--- src/design/tasl_ram.sv ---
// Generic single-port-write, registered-read RAM.
`default_nettype none
module tasl_ram #(
   parameter int WIDTH = 8,
   parameter int DEPTH = 256
) (
   input  wire logic                     clock,
   input  wire logic                     wr_en,
   input  wire logic [$clog2(DEPTH)-1:0] wr_addr,
   input  wire logic [WIDTH-1:0]         wr_data,
   input  wire logic [$clog2(DEPTH)-1:0] rd_addr,
   output logic      [WIDTH-1:0]         rd_data
);
   logic [WIDTH-1:0] mem_ff [DEPTH];
   logic [WIDTH-1:0] rd_data_ff;

   always_ff @(posedge clock) begin
      if (wr_en) begin
         mem_ff[wr_addr] <= wr_data;
      end
      rd_data_ff <= mem_ff[rd_addr];
   end

   assign rd_data = rd_data_ff;
endmodule
`default_nettype wire

--- config.mk ---
export PLATFORM = sky130hd
export DESIGN_NAME = tasl_ram
export DESIGN_NICKNAME = d
export VERILOG_FILES = /design/src/design/tasl_ram.sv
export SDC_FILE = /design/constraint.sdc
export NUM_CORES = 2
export LEC_CHECK = 0
export ABC_CLOCK_PERIOD_IN_PS = 4700
export BUFFER_PORTS_ARGS = -buffer_cell sky130_fd_sc_hd__buf_4
export CORE_MARGIN = 2
export CORE_UTILIZATION = 33
export CTS_CLUSTER_DIAMETER = 120
export CTS_CLUSTER_SIZE = 25
export DETAILED_ROUTE_END_ITERATION = 16
export SYNTH_ARGS = -nofsm -noshare
export SYNTH_HDL_FRONTEND = slang
export SYNTH_SLANG_ARGS = --single-unit
--- constraint.sdc ---
create_clock -name clock -period 4.7 [get_ports clock]
set_clock_uncertainty 0.2 [all_clocks]
set_input_delay 0 -clock clock [delete_from_list [all_inputs] [get_ports clock]]
set_output_delay 0 -clock clock [all_outputs]
set_load 0.03 [all_outputs]
==> summary.md <==
| Metric | Value |
|---|---|
| H-tree depth | `3` |
| CP endpoint kind | `flip-flop` |
| Outcome | `finished, final reports clean` |
| Worst Setup Start Kind | `input pin` |
| Final nets | `~3800` |
| Starting density of the core | `approximately 33%` |
| 1st-iter DRT viols | `around 4500` |
| Wirelength per Cell | `between 20 and 30 µm` |
| Leakage | `about 25 nW` |
| Vias in the first global route | `37604` |
| CP Launch Point | `rd_addr[4]` |
| TritonCTS Sinks | `around 2100` |
| Die height | `495 µm` |
| R2R Path Start | `mem_ff[83][2]` |
| Overall power | `31.5 mW` |
| Crit path to | `rd_data[2]` |
| Final hold vios | `0` |
| Initial antenna violation count | `11` |
| Clock transition at path regs | `0.10 ns` |
| Num ports | `34` |
| Tcrit/Tclk final | `67.9%` |
| Yosys reg bits | `around 2100` |
| Post-CTS Setup Inserts | `0` |
| GR Layer Usage met1 | `between 20% and 30%` |
| Crit path kind | `in2reg` |
| CTS buffer count | `92` |
| Core area | `240000 µm²` |
| Mapped cell area | `just under 80000 µm²` |
| Critical path arrival | `between 3 and 4 ns` |
| Clock tree buffer depth | `3` |
| R2R depth | `5` |
| Max Cap Viol | `0` |
| DIE AREA | `245000 µm²` |
| Crit-path cells | `dlygate4sd3_1, buf_4, buf_4, nor4b_1, a21oi_1, o211ai_1, a21oi_1, nor4_1, nor4_2` |
| Layout cell share with drive strength beyond 1 | `a little under a fifth` |
| Setup TNS | `0 ns` |
| Post-synth EDFFs | `about 2000` |
| Die W | `about 500 µm` |
| Gr ovfl total | `0` |
| # DRC | `0` |
| Vias/cell | `5.41` |
| Layer with the highest usage | `met2` |
| Worst-path fanout max | `22` |
| Mapped Nets | `3759` |
| Clk_lat worst skew | `0.80 ns` |
| Synth Flop Type | `edfxtp_1` |
| Cell variety after synth | `between 50 and 60` |
| WP data required | `roughly 5.1 ns` |
| Final setup fails | `0` |
| RSZ-0062 raised after global routing | `false` |
| Largest net degree at the start of global routing | `roughly 180` |
| ANT nets after route | `0` |
| Root Buffer | `clkbuf_16` |
| Hold Path Class | `in2reg` |
| Worst-path cell with the longest stage delay | `nor4_1` |
| TritonCTS clock tree | `done` |
| Row cnt | `180` |
| Synthesized area per cell | `approximately 21 µm²` |
| M2 GR Usage | `a little over a quarter` |
| IO Port Bufs | `33` |
| Synth async-reset ratio | `0%` |
| FF-to-FF setup slack | `roughly 1.6 ns` |
| Peak supply drop | `332 µV` |
| Post-synthesis sequential area ratio | `between 70 and 80%` |
| Slew Limit Fails | `0` |
| Tightest Pin Transition | `about 1.2 ns` |
| DPL Wire Length | `~120000 µm` |
| Vias | `37892` |
| Drt first pass iters | `5` |
| Clock period minus worst slack | `3.19 ns` |
| GP Congestion | `slightly below 0.9` |
| First-pass GRT wire length | `between 200000 and 300000 µm` |
| Tot GR Track Use | `16.0%` |
| Cell count after synthesis | `approximately 3700` |
| Slowest Stage Delay on Critical Path | `0.98 ns` |
| Synth-to-Final Area Change | `8.69%` |
| Pwr dens | `364 nW/µm²` |
| GR Util met3 | `roughly 2.3%` |
| Final wirelength | `199000 µm` |
| Yosys warnings | `0` |
| Reg-to-Reg End | `rd_data[2]` |
| Rel. slew slack | `16.7%` |
| Fmax | `between 0.3 and 0.4 GHz` |
## layout by cell type (no fill, tap or decap), types with 32 or more instances in the layout
master     synthesis  layout
edfxtp_1        2048    2048
mux4_2           454     454
nor2_1           282     279
mux2i_1          134     134
a22oi_1          133     133
buf_4             27     124
a21oi_1           96      96
clkbuf_16          0      94
o221ai_1          46      46
clkbuf_1         111      43
nand3_1           34      34
nand2_1           33      32
## stage by stage
stage	util [%]	cells	hold WS, ns	instance area [µm²]	worst slack (ns)
after floorplan	-	3733	-0.101	79600	2.56
after global placement	34.8	6838	0.294	83600	0.583
after detailed placement	34.8	6839	0.293	83600	0.862
after CTS	36.0	7003	0.0327	86400	1.58
after global routing	36.0	7004	0.0705	86500	1.44
final	36.0	7010	0.0849	86500	1.51
## what timing repair did
item                       CTS  global route
gates resized for setup      0             0
hold endpoints to repair  1856             0
hold buffers                20             0
## logic make-up (layout without fill, tap and decap cells)
logic type             Yosys count  after routing  synth area share [%]
AO/OA/AOI/OAI                  385            385                  3.42
buffers and inverters          235            320                  1.83
flip-flops                    2056           2056                  77.5
multiplexers                   591            591                  14.6
other                            0              7                     0
AND/OR/NAND/NOR                466            466                  2.63
## Yosys cell counts (3+ instances only)
| cell | count | area (µm²) |
|---|---|---|
| buf_2 | 31 | 155 |
| a211oi_1 | 16 | 120 |
| edfxtp_1 | 2048 | 61500 |
| nor2_1 | 282 | 1060 |
| nor2b_1 | 31 | 194 |
| and2_1 | 6 | 37.5 |
| o221ai_1 | 46 | 403 |
| o21ai_0 | 10 | 50.1 |
| nand2b_1 | 8 | 50.1 |
| nand4_1 | 10 | 62.6 |
| o211ai_1 | 10 | 75.1 |
| o32ai_1 | 4 | 35.0 |
| a22o_1 | 8 | 70.1 |
| buf_12 | 8 | 160 |
| buf_4 | 27 | 203 |
| o22a_1 | 5 | 43.8 |
| mux2i_1 | 134 | 1340 |
| buf_1 | 22 | 82.6 |
| nor4_2 | 3 | 37.5 |
| a21oi_1 | 96 | 480 |
| dfxtp_1 | 8 | 160 |
| buf_8 | 13 | 195 |
| clkbuf_1 | 111 | 417 |
| nor3_1 | 22 | 110 |
| nor4_1 | 24 | 150 |
| nand2_1 | 33 | 124 |
| a22oi_1 | 133 | 998 |
| a221oi_1 | 13 | 114 |
| mux4_2 | 454 | 10200 |
| or2_2 | 4 | 25.0 |
| o22ai_1 | 28 | 175 |
| nand3_1 | 34 | 170 |
| buf_6 | 21 | 236 |
## how the worst min path moves through the flow
stage / from / end / slack, ns / cells after the start
global route: rd_addr[5] / rd_data[2] / 0.07 / 5
floorplan: wr_data[0] / mem_ff[0][0] / -0.10 / 0
CTS: rd_addr[5] / rd_data[2] / 0.03 / 5
finish: wr_data[2] / mem_ff[83][2] / 0.08 / 2
global placement: rd_data[6] / rd_data[6] / 0.29 / 1
detailed placement: rd_data[6] / rd_data[6] / 0.29 / 1
## where the power goes
part           internal [mW]  switching [mW]  total [mW]
clock                   3.77            5.58        9.35
sequential              20.2          0.0362        20.2
combinational          0.639            1.24        1.88
## critical path, delay by kind of cell
kind | cells | cell delay [ns]
simple gates | 3 | 1.92
compound gates | 3 | 0.47
buf+inv | 3 | 1.20
## flip-flops by register name, indices dropped and copies added, names as in the netlist
signal,count
mem_ff,2048
rd_data,8
## area by class of cell
class / instances / area [µm²]
inverter: 2 / 7.51
multi-input combinational: 1442 / 16500
timing repair buffer: 174 / 1670
tap: 3185 / 3990
antenna: 7 / 17.5
sequential: 2056 / 61700
clock buffer: 137 / 2510
clock inverter: 7 / 129
fill: 22001 / 154000
## metal layers
layer	up-vias	share of wire, %
li1	15648	-
met1	20588	42
met2	1420	48
met3	234	6.9
met4	2	2.5
met5	-	0.0055
Power figures use the tool's default switching activity.
