[config.mk]
export PLATFORM = sky130hd
export DESIGN_NAME = tasl_search
export DESIGN_NICKNAME = d
export VERILOG_FILES = /design/src/design/tasl_pkg.sv /design/src/design/tasl_search.sv
export SDC_FILE = /design/constraint.sdc
export NUM_CORES = 1
export LEC_CHECK = 0
export ABC_AREA = 1
export BUFFER_PORTS_ARGS = -buffer_cell sky130_fd_sc_hd__clkbuf_2
export CAP_MARGIN = 20
export CORE_UTILIZATION = 40
export CTS_BUF_LIST = sky130_fd_sc_hd__clkbuf_4 sky130_fd_sc_hd__clkbuf_8
export DETAILED_ROUTE_END_ITERATION = 12
export GPL_TIMING_DRIVEN = 0
export SKIP_CTS_REPAIR_TIMING = 1
export SYNTH_ARGS = -nofsm -noshare
export SYNTH_HDL_FRONTEND = slang
export SYNTH_SLANG_ARGS = --single-unit
[constraint.sdc]
create_clock -name clock -period 2.7 [get_ports clock]
set_input_delay 0.135 -clock clock [delete_from_list [all_inputs] [get_ports clock]]
set_output_delay 0.135 -clock clock [all_outputs]
set_load 0.005 [all_outputs]
[src/design/tasl_pkg.sv]
// Shared constants, codes and types of the text store with line index.
`default_nettype none
package tasl_pkg;
   localparam int TEXT_DEPTH = 65536;
   localparam int LINE_DEPTH = 16384;
   localparam int TEXT_AW    = $clog2(TEXT_DEPTH);
   localparam int FILL_W     = TEXT_AW + 1;
   localparam int LINE_AW    = $clog2(LINE_DEPTH);
   localparam int CNT_W      = LINE_AW + 1;

   localparam int CMD_W   = 2;
   localparam int BYTE_W  = 8;
   localparam int POS_W   = 16;
   localparam int SPAN_W  = 17;
   localparam int REM_W   = 17;
   localparam int LINES_W = 15;
   localparam int STAT_W  = 2;
   localparam int TGT_W   = 18;

   localparam logic [CMD_W-1:0] CMD_APPEND = 2'd0;
   localparam logic [CMD_W-1:0] CMD_READ   = 2'd1;
   localparam logic [CMD_W-1:0] CMD_COUNT  = 2'd2;
   localparam logic [CMD_W-1:0] CMD_NOP    = 2'd3;

   localparam logic [STAT_W-1:0] ST_OK    = 2'd0;
   localparam logic [STAT_W-1:0] ST_RANGE = 2'd1;
   localparam logic [STAT_W-1:0] ST_FULL  = 2'd2;

   localparam logic [BYTE_W-1:0] NEWLINE_BYTE = 8'd10;

   typedef struct packed {
      logic             start;
      logic [TGT_W-1:0] target;
   } srch_req_type;

   typedef struct packed {
      logic             done;
      logic [CNT_W-1:0] index;
   } srch_rsp_type;
endpackage
`default_nettype wire

[src/design/tasl_search.sv]
// Serial lower-bound search over the newline table; each probe passes through the PROBE and CMP states.
`default_nettype none
module tasl_search import tasl_pkg::*; (
   input  wire logic               clock,
   input  wire logic               reset,
   input  wire srch_req_type       req,
   input  wire logic [CNT_W-1:0]   total,
   output logic      [LINE_AW-1:0] rd_addr,
   input  wire logic [TEXT_AW-1:0] rd_data,
   output srch_rsp_type            rsp
);
   localparam logic [1:0] S_IDLE  = 2'd0;
   localparam logic [1:0] S_PROBE = 2'd1;
   localparam logic [1:0] S_CMP   = 2'd2;

   logic [1:0]       state_ff, state_in;
   logic [CNT_W-1:0] lo_ff, lo_in;
   logic [CNT_W-1:0] hi_ff, hi_in;
   logic [TGT_W-1:0] tgt_ff, tgt_in;
   logic [CNT_W:0]   sum;
   logic [CNT_W-1:0] mid;

   assign sum     = {1'b0, lo_ff} + {1'b0, hi_ff};
   assign mid     = sum[CNT_W:1];
   assign rd_addr = mid[LINE_AW-1:0];

   always_comb begin
      state_in  = state_ff;
      lo_in     = lo_ff;
      hi_in     = hi_ff;
      tgt_in    = tgt_ff;
      rsp.done  = 1'b0;
      rsp.index = lo_ff;
      unique case (state_ff)
         S_IDLE: begin
         end
         S_PROBE: begin
            if (lo_ff >= hi_ff) begin
               rsp.done = 1'b1;
               state_in = S_IDLE;
            end else begin
               state_in = S_CMP;
            end
         end
         S_CMP: begin
            if (32'(rd_data) < 32'(tgt_ff)) begin
               lo_in = mid + CNT_W'(1);
            end else begin
               hi_in = mid;
            end
            state_in = S_PROBE;
         end
         default: begin
            state_in = S_IDLE;
         end
      endcase
      if (req.start) begin
         lo_in    = '0;
         hi_in    = total;
         tgt_in   = req.target;
         state_in = S_PROBE;
      end
   end

   always_ff @(posedge clock) begin
      if (reset) begin
         state_ff <= S_IDLE;
      end else begin
         state_ff <= state_in;
      end
      lo_ff  <= lo_in;
      hi_ff  <= hi_in;
      tgt_ff <= tgt_in;
   end
endmodule
`default_nettype wire

==> results of run 1 <==
[worst max-delay path, delay by kind of cell (launching register included)]
kind | cells | cell delay [ns]
fa+ha+maj | 3 | 0.82
buf+inv | 2 | 0.12
simple gates | 12 | 1.12
flops | 1 | 0.41
[cells by family (layout without fill, tap and decap cells)]
kind of cell / count (synthesis) / in the layout / synth area share [%]
buffers and inverters: 102 / 204 / 9.72
AO/OA/AOI/OAI: 74 / 74 / 11.0
AND/OR/NAND/NOR: 242 / 242 / 29.8
XOR/XNOR: 4 / 4 / 0.883
flip-flops: 50 / 50 / 33.6
adder cells (fa/ha/maj): 47 / 47 / 15.0
[final timing paths]
| check | start | end | slack (ns) | depth (start not counted) |
|---|---|---|---|---|
| worst min register to register | state_ff[0] | state_ff[1] | 0.49 | 2 |
| worst max-delay path | hi_ff[0] | lo_ff[14] | 0.13 | 17 |
| worst min-delay path | req[13] | tgt_ff[13] | 0.007 | 1 |
| worst max register to register | hi_ff[0] | lo_ff[14] | 0.13 | 17 |
[layer usage]
metal | part of all wire (%) | wire length (um)
met3 | 7.2 | 755
met4 | 1.5 | 155
met2 | 46 | 4840
met5 | 0 | 0
met1 | 45 | 4780
[registers in the layout, summed over array words and instances (netlist names)]
signal / cells
tgt_ff: 18
hi_ff: 15
lo_ff: 15
state_ff: 2
[through the flow]
stage / hold WS, ns / utilization (%)
floorplan: 0.204 / -
global placement: 0.311 / 48.1
detailed placement: 0.314 / 48.1
CTS: -0.00776 / 49.2
global route: 0.00206 / 50.8
finish: 0.00747 / 50.8
[power by group]
group	leakage, nW	internal (mW)	switching, mW
clock	0.0517	0.269	0.253
combinational	2.01	0.213	0.360
sequential	0.463	0.874	0.0271
total	2.53	1.36	0.640
[placed cells by master (no fill, tap or decap), types with 4 or more instances in the layout]
master         instances
clkbuf_1               5
nand3_1               32
dlygate4sd3_1         12
o21ai_0               27
inv_2                 10
nor2_4                 4
inv_1                 83
nand2_1              124
clkbuf_8               5
a21oi_1               26
nor2_1                33
nor3_1                 7
dfxtp_1               17
nand2_2               17
nand4_1                7
ha_1                  45
nand3_2                5
clkbuf_2              81
o21a_1                 4
edfxtp_1              33
[area by class of cell]
class | instances | area [um2] | area share [%]
plain buffers | 7 | 28.8 | 0.602
flip-flops and latches | 50 | 1330 | 27.8
inverters | 95 | 357 | 7.46
repair buffers | 95 | 541 | 11.3
multi-input cells | 367 | 2260 | 47.3
well taps | 129 | 161 | 3.38
clock inverters | 2 | 33.8 | 0.707
clock buffers | 5 | 68.8 | 1.44
==> metrics.cfg, run 1 <==
[die]
dieHeight_um=102
fp.dieW_um=102
ioPinCount=82
dieArea_mm2=0.0103
core_mm2=0.00942
start_util_pct=42.1
rows=35

[cells_and_area]
stdcell_count=750
nets=720
final_area_mm2=0.00478
area_delta_synth_final_pct=20.5
drive_gt1_share_pct=23.0
diodes=0
nFillCells=942

[cts]
insertion_delay_ns=0.31
clk_root_buffer_cell=clkbuf_8
cts_buffers=5
cts_tree=done
cts.sinks=50
cts_buffer_depth=2
clkSlewWorstSetupHoldPaths_ns=0.10
cts_htree_levels=2

[timing]
fmax_mhz=389
fin_skew_ns=0.0169
finalMaxSlewViolations=0
setup_viol=0
max_slew_margin_pct=49.6
fin_crit_sh_pct=95.3
min_period_ns=2.57
final.setup.worst_slack_ns=0.126
hold_viol_final=0
worst_slew_pin_slew_ns=0.754
grt_setup_unrepaired=true
finalSetupTns_ns=0

[synthesis]
synthArstFlopShare_pct=0
seq_area_frac_synth_pct=33.6
synthesis.nets=618
synth_area_leader_cell=edfxtp_1
synthTopCellsByArea=edfxtp_1, ha_1, nand2_1
synth_area_per_cell_um2=7.64
synth_edf_count=33
syn_inst=519
synth_top_cell_area_share_pct=25.0
synth_most_common_cell=nand2_1
synth.distinct_cells=40
synth_ff_type=edfxtp_1
ys_warn_count=0
syn_area_mm2=0.00397
ys_seq_elements=50
synth_common_cells=nand2_1, inv_1, ha_1

[job]
maxCapViolCount=0

[global_routing]
grt_max_degree=20
grt_util_met2_pct=35.9
grt_pass1_vias=3507
grt_busiest_layer=met2
grt_use_total_pct=21.4
grt_pass1_wl_um=16800
use_met3_pct=2.69
met1_usage_pct=28.6
antenna_found_initial=0
overflow=0

[drt]
wire_per_inst_um=14.0
via_count=3663
drc=0
drt-initial-drc-count=174
avgViaCountPerCell=4.88
ant_nets=0
finalWirelength_um=10500
first_pass_iters=4

[power]
peakVddDrop_mv=0.278
total_power_mw=2.00
p_per_area_mw_per_mm2=418
p_leak_nw=2.53

[worst_setup_path]
critPathMaxFanout=4
crit_top_cell=nand2_1
critPathSlowestCell=edfxtp_1
critPathKind=flip-flop to flip-flop
slowest_delay_ns=0.41
crit_required_ns=2.91
crit_chain=ha_1 > fa_2 > nand2_1 > nand2_1 > inv_1 > ha_2 > nand3_2 > nor2_4 > nand2_4 > nor2_8 > nand3_4 > nor2_4 > nand2_1 > nand2_1 > nand3_1 > nand2_1 > inv_1
worstSetupEndpointType=flip-flop
critPathArrivalTime_ns=2.78
cp-start-kind=flip-flop

[place]
placed_cell_area_mm2=0.00453
dp_hpwl_um=8280
dp_cells=729
globalplace.congestion=0.923
port_buffers=81
pre_cts_ws_ns=-0.0562

[hold_path]
hold_path_class=input port to flip-flop

[status]
outcome=finished, final reports clean

Note: power is estimated with default switching activity, not from simulation.
==> run 2, diff against run 1 <==
--- a/config.mk
+++ b/config.mk
@@ -5,7 +5,7 @@
 export SDC_FILE = /design/constraint.sdc
 export NUM_CORES = 1
 export LEC_CHECK = 0
-export ABC_AREA = 1
+export ABC_AREA = 0
 export BUFFER_PORTS_ARGS = -buffer_cell sky130_fd_sc_hd__clkbuf_2
 export CAP_MARGIN = 20
 export CORE_UTILIZATION = 40
==> metrics.cfg, run 2 <==
[status]
outcome=complete, but fails checks
violations=hold timing, setup timing

[power]
peakVddDrop_mv=0.257  ; -7.3%
internal-power_mw=1.59  ; +17%
total_power_mw=2.34  ; +17%
p_leak_nw=2.45  ; -3.1%
power_frac_comb_pct=36.7  ; +8.0 points
power.switching_mw=0.746  ; +16%
p_per_area_mw_per_mm2=439  ; +5.2%
power_frac_seq_pct=39.0  ; -6.2 points
p_clk_share_pct=24.3  ; -1.8 points
power_switching_share_pct=31.9  ; -0.17 points

[timing]
min_period_ns=2.84  ; +0.268 ns
fin_crit_sh_pct=105  ; +9.9 points
fin_skew_ns=0.00406  ; -0.0128 ns
fmax_mhz=352  ; -9.4%
max_slew_margin_pct=38.7  ; -11 points
hold_viol_final=3  ; +3
final.setup.worst_slack_ns=-0.142  ; -0.268 ns
grt_setup_unrepaired=true
setup_viol=11  ; +11
finalSetupTns_ns=-0.835  ; -0.835 ns
finalMaxSlewViolations=0  ; unchanged
worst_slew_pin_slew_ns=0.911  ; +0.157 ns
whs_ns=-0.00726  ; -0.0147 ns

[cells_and_area]
nets=629  ; -13%
nFillCells=786  ; -17%
diodes=0  ; unchanged
final_area_mm2=0.00532  ; +11%
regMostFlops=tgt_ff
largest_reg_flops=18  ; unchanged
drive_gt1_share_pct=42.2  ; +19 points
final_common_cell=clkbuf_2
layout_common_cells=clkbuf_2, inv_1, ha_1
top_regs=tgt_ff (18), hi_ff (15), lo_ff (15)
fin_util_pct=57.9  ; +7.1 points
seq_area_mm2=0.00133  ; +0.19%
multi_input_area_mm2=0.00257  ; +14%
area_delta_synth_final_pct=41.0

[synthesis]
synthTopCellsByArea=edfxtp_1, ha_1, dfxtp_1
syn_area_mm2=0.00377  ; -4.8%
synthArstFlopShare_pct=0  ; unchanged
synth_common_cells=ha_1, inv_1, edfxtp_1
ys_seq_elements=50  ; unchanged
seq_area_frac_synth_pct=35.3  ; +1.7 points
synth_edf_count=33  ; unchanged
synth.distinct_cells=77  ; +93%
ys_warn_count=0  ; unchanged
synth_ff_type=edfxtp_1
synthesis.nets=488  ; -21%
synth_most_common_cell=ha_1
syn_inst=389  ; -25%
synth_area_leader_cell=edfxtp_1
synth_top_cell_area_share_pct=26.3  ; +1.3 points
synth_area_per_cell_um2=9.70  ; +27%

[die]
start_util_pct=41.0  ; -1.1 points
ioPinCount=82  ; unchanged
dieHeight_um=99.1  ; -2.4%
rows=35  ; unchanged
fp.dieW_um=99.1  ; -2.4%
core_mm2=0.00920  ; -2.3%
dieArea_mm2=0.00983  ; -4.7%

[drt]
drt-initial-drc-count=169  ; -2.9%
wire_per_inst_um=16.2  ; +15%
via_count=3428  ; -6.4%
ant_nets=0  ; unchanged
first_pass_iters=4  ; unchanged
avgViaCountPerCell=5.34  ; +9.3%
drc=0  ; unchanged
finalWirelength_um=10400  ; -1.4%

[global_routing]
grt_pass1_wl_um=14900  ; -12%
grt_pass1_vias=3130  ; -11%
overflow=0  ; unchanged
grt_use_total_pct=19.6  ; -1.9 points
antenna_found_initial=0  ; unchanged
grt_max_degree=20  ; unchanged

[cts]
cts.sinks=50  ; unchanged
clk_root_buffer_cell=clkbuf_8
clkSlewWorstSetupHoldPaths_ns=0.10  ; about the same
cts_buffer_depth=2  ; unchanged
cts_buffers=5  ; unchanged
insertion_delay_ns=0.31  ; about the same
cts_htree_levels=2  ; unchanged
cts_tree=done

[worst_setup_path]
path_buf_inv=3  ; +1
path_delay_family=simple AND/OR/NAND/NOR gates
crit_required_ns=2.95  ; +0.04 ns
slowest_delay_ns=0.47  ; +0.06 ns
critPathSlowestCell=or4_1
crit_top_cell=buf_6
cp-start-kind=flip-flop
crit_chain=inv_1 > ha_1 > buf_6 > or2_4 > a211oi_4 > nor2_4 > o31ai_4 > xnor2_2 > buf_6 > nand3_4 > or4_1 > a31oi_1
worstSetupEndpointType=flip-flop
critPathKind=flip-flop to flip-flop
critPathArrivalTime_ns=3.09  ; +0.31 ns
critPathMaxFanout=8  ; +4

[hold_path]
hold_path_class=input port to flip-flop

[job]
maxCapViolCount=0  ; unchanged

[place]
pre_cts_ws_ns=-0.319  ; -0.263 ns
dp_hpwl_um=7330  ; -11%
placed_cell_area_mm2=0.00435  ; -4.1%
globalplace.congestion=0.888  ; -3.8%
port_buffers=81  ; unchanged

==> run 2: changes by cell type after synthesis, sizes merged, moves of 6 or more <==
cell,before,now
o21ai,29,11
buf,2,13
nor2,42,24
nand3,39,10
nand2,144,28
inv,93,45
mux2,0,11
nand2b,0,8
xnor2,3,13
o31ai,0,6
==> run 2: per-layer routing <==
metal | routed length [um] | global-route usage [%] | share of wire, %
met1 | 4170 | 24.0 | 40
met2 | 5320 | 34.6 | 51
met3 | 711 | 4.15 | 6.8
met4 | 187 | 5.66 | 1.8
met5 | 0 | 0 | 0
==> run 2: cell families (layout without fill, tap and decap cells) <==
kind of cell / count (synthesis) / count (layout) / synth area share [%]
xor+xnor: 18 / 18 / 4.38
compound gates: 94 / 94 / 17.7
fa+ha+maj: 47 / 47 / 15.8
simple gates: 109 / 109 / 16.4
mux: 12 / 12 / 3.55
flops: 50 / 50 / 35.3
buf+inv: 59 / 201 / 6.89
==> run 2: metrics by stage <==
step	hold WS, ns	instances
CTS	-0.0190	590
floorplan	0.207	389
global placement	0.312	581
detailed placement	0.314	582
global route	-0.0112	642
finish	-0.00726	642
==> run 2: worst paths after layout <==
path	startpoint	endpoint	slack [ns]	depth (start not counted)
setup / recovery	hi_ff[5]	lo_ff[10]	-0.14	12
hold / removal	reset	state_ff[0]	-0.007	2
setup reg to reg	hi_ff[5]	lo_ff[10]	-0.14	12
hold reg to reg	state_ff[0]	state_ff[1]	0.47	2
==> run 2: final cells by class <==
type	instances	area share, %
clock buffer	6	1.43
sequential	50	25.1
inverter	45	3.17
multi-input combinational	280	48.3
buffer	14	2.09
clock inverter	2	0.705
timing repair buffer	134	16.6
tap	111	2.61
==> run 2: worst reg2reg max path: stages, from the launching register on <==
cell      delay (ns)
edfxtp_1        0.42
inv_1           0.08
ha_1            0.23
buf_6           0.14
or2_4           0.24
a211oi_4        0.29
nor2_4          0.11
o31ai_4         0.27
xnor2_2         0.16
buf_6           0.16
nand3_4         0.08
or4_1           0.47
a31oi_1         0.13
==> run 2: power by group through the flow <==
stage               logic, mW  registers [mW]  clock network, mW
floorplan               0.412           0.920                  0
global placement        0.592           0.926                  0
detailed placement      0.604           0.927                  0
CTS                     0.610           0.910              0.575
global route            0.928           0.918              0.602
finish                  0.858           0.911              0.569
==> run 3, diff against run 2 <==
--- a/config.mk
+++ b/config.mk
@@ -8,7 +8,7 @@
 export ABC_AREA = 0
 export BUFFER_PORTS_ARGS = -buffer_cell sky130_fd_sc_hd__clkbuf_2
 export CAP_MARGIN = 20
-export CORE_UTILIZATION = 40
+export CORE_UTILIZATION = 23
 export CTS_BUF_LIST = sky130_fd_sc_hd__clkbuf_4 sky130_fd_sc_hd__clkbuf_8
 export DETAILED_ROUTE_END_ITERATION = 12
 export GPL_TIMING_DRIVEN = 0
==> constraint.sdc (replaced) <==
create_clock -name clock -period 2.9 [get_ports clock]
set_input_delay 0.145 -clock clock [delete_from_list [all_inputs] [get_ports clock]]
set_output_delay 0.145 -clock clock [all_outputs]
set_load 0.005 [all_outputs]
==> metrics.cfg, run 3 (synthesis gave the netlist of run 2 again) <==
[power]
total_power_mw=2.04  ; -13%
peakVddDrop_mv=0.296  ; +15%
p_leak_nw=2.36  ; -3.4%
p_per_area_mw_per_mm2=387  ; -12%

[hold_path]
hold_path_class=input port to flip-flop
min_from=total[12]
hold_end=hi_ff[12]
worstHoldPathCells=3  ; +1

[timing]
hold_viol_final=0  ; -3
fin_crit_sh_pct=103  ; -2.3 points
finalMaxSlewViolations=0  ; unchanged
max_slew_margin_pct=36.8  ; -2.0 points
setup_viol=5  ; -6
fmax_mhz=335  ; -4.8%
fin_skew_ns=0.0112  ; +0.00713 ns
min_period_ns=2.98  ; +0.143 ns
whs_ns=0.0973  ; +0.105 ns
worst_slew_pin_slew_ns=0.940  ; +0.0294 ns
final.setup.worst_slack_ns=-0.0847  ; +0.0571 ns
grt_setup_unrepaired=true

[worst_setup_path]
crit_chain=inv_1 > ha_1 > nor2_1 > a2111oi_0 > o21ai_0 > o31ai_4 > xnor2_1 > and4bb_2 > a21o_1 > a311oi_2
critPathSlowestCell=ha_1
path_buf_inv=1  ; -2
crit_required_ns=3.14  ; +0.19 ns
reg2reg_from=hi_ff[9]
worstSetupEndpointType=flip-flop
critPathKind=flip-flop to flip-flop
path_delay_family=compound AO/OA/AOI/OAI gates
worstReg2RegEnd=lo_ff[13]
critPathArrivalTime_ns=3.23  ; +0.14 ns
critPathMaxFanout=7  ; -1
slowest_delay_ns=0.51  ; +0.04 ns
reg2reg_slack_ns=-0.08  ; +0.06 ns
cp-start-kind=flip-flop
critPathLaunch=hi_ff[9]
reg2reg_depth=10  ; -2

[drt]
ant_nets=0  ; unchanged
via_count=3361  ; -2.0%
first_pass_iters=4  ; unchanged
wire_per_inst_um=15.0  ; -7.4%
wl_met3_um=696  ; -2.1%
wl_met1_um=4490  ; +7.5%
drc=0  ; unchanged
finalWirelength_um=11100  ; +7.0%
top_layer_used=met4
wl_met2_um=5640  ; +6.1%
avgViaCountPerCell=4.53  ; -15%
drt-initial-drc-count=154  ; -8.9%

[cells_and_area]
area_delta_synth_final_pct=39.9
nets=624  ; -0.79%
layout_common_cells=clkbuf_2, ha_1, inv_1
largest_reg_flops=18  ; unchanged
regMostFlops=tgt_ff
top_regs=tgt_ff (18), hi_ff (15), lo_ff (15)
diodes=0  ; unchanged
final_common_cell=clkbuf_2
stdcell_count=742  ; +16%
final_area_mm2=0.00528  ; -0.78%
drive_gt1_share_pct=39.0  ; -3.2 points

[place]
placed_cell_area_mm2=0.00447  ; +2.9%
globalplace.congestion=0.821  ; -7.5%
pre_cts_ws_ns=-0.347  ; -0.0281 ns
port_buffers=81  ; unchanged
dp_cells=687  ; +18%
dp_hpwl_um=8210  ; +12%

[die]
core_mm2=0.0159  ; +73%
rows=46  ; +31%
dieArea_mm2=0.0169  ; +72%
ioPinCount=82  ; unchanged
start_util_pct=23.7  ; -17 points
fp.dieW_um=130  ; +31%
dieHeight_um=130  ; +31%

[global_routing]
grt_use_total_pct=12.5  ; -7.1 points
grt_pass1_vias=3240  ; +3.5%
overflow=0  ; unchanged
grt_max_degree=20  ; unchanged
grt_pass1_wl_um=15900  ; +6.8%
antenna_found_initial=0  ; unchanged

[cts]
cts_buffers=5  ; unchanged
insertion_delay_ns=0.33  ; +0.02 ns
clk_root_buffer_cell=clkbuf_8
cts_buffer_depth=2  ; unchanged
cts_htree_levels=2  ; unchanged
clkSlewWorstSetupHoldPaths_ns=0.10  ; about the same
cts_tree=done
cts.sinks=50  ; unchanged

[status]
violations=setup timing
outcome=complete, but fails checks

[job]
maxCapViolCount=0  ; unchanged

[run 3: worst register-to-register path, cell delays in order, from the launching register on]
cell	delay (ns)
edfxtp_1	0.38
inv_1	0.06
ha_1	0.51
nor2_1	0.10
a2111oi_0	0.47
o21ai_0	0.28
o31ai_4	0.13
xnor2_1	0.23
and4bb_2	0.30
a21o_1	0.19
a311oi_2	0.25
[run 3: power breakdown]
part	total [mW]	switching, mW	internal (mW)
sequential	0.850	0.0310	0.819
clock	0.426	0.260	0.166
combinational	0.767	0.397	0.370
total	2.04	0.688	1.35
[run 3: stage by stage]
stage                     util, %  setup TNS (ns)
after floorplan                 -               0
after CTS                    28.6           -2.10
after global placement       27.9          -13.48
after detailed placement     28.0           -1.41
after global routing         33.1           -1.50
final                        33.1          -0.192
[run 3: worst max-delay path by stage]
stage / cells past startpoint / to / slack (ns)
2_1_floorplan: 10 / lo_ff[13] / 0.09
3_3_place_gp: 9 / hi_ff[9] / -0.84
3_5_place_dp: 10 / lo_ff[13] / -0.35
4_1_cts: 10 / lo_ff[13] / -0.36
5_1_grt: 10 / lo_ff[13] / -0.32
6_report: 10 / lo_ff[13] / -0.08
[run 3: final cells by class]
class	instances	area, um2
fill	1653	10700
multi-input combinational	280	2480
sequential	50	1340
timing repair buffer	129	838
tap	216	270
inverter	45	169
buffer	14	105
clock buffer	5	68.8
clock inverter	3	16.3
[run 3: per-layer routing]
layer | global-route usage, % | vias up
met5 | 0 | -
met4 | 4.04 | 0
met3 | 3.77 | 24
met2 | 23.0 | 105
met1 | 13.5 | 1572
li1 | - | 1660
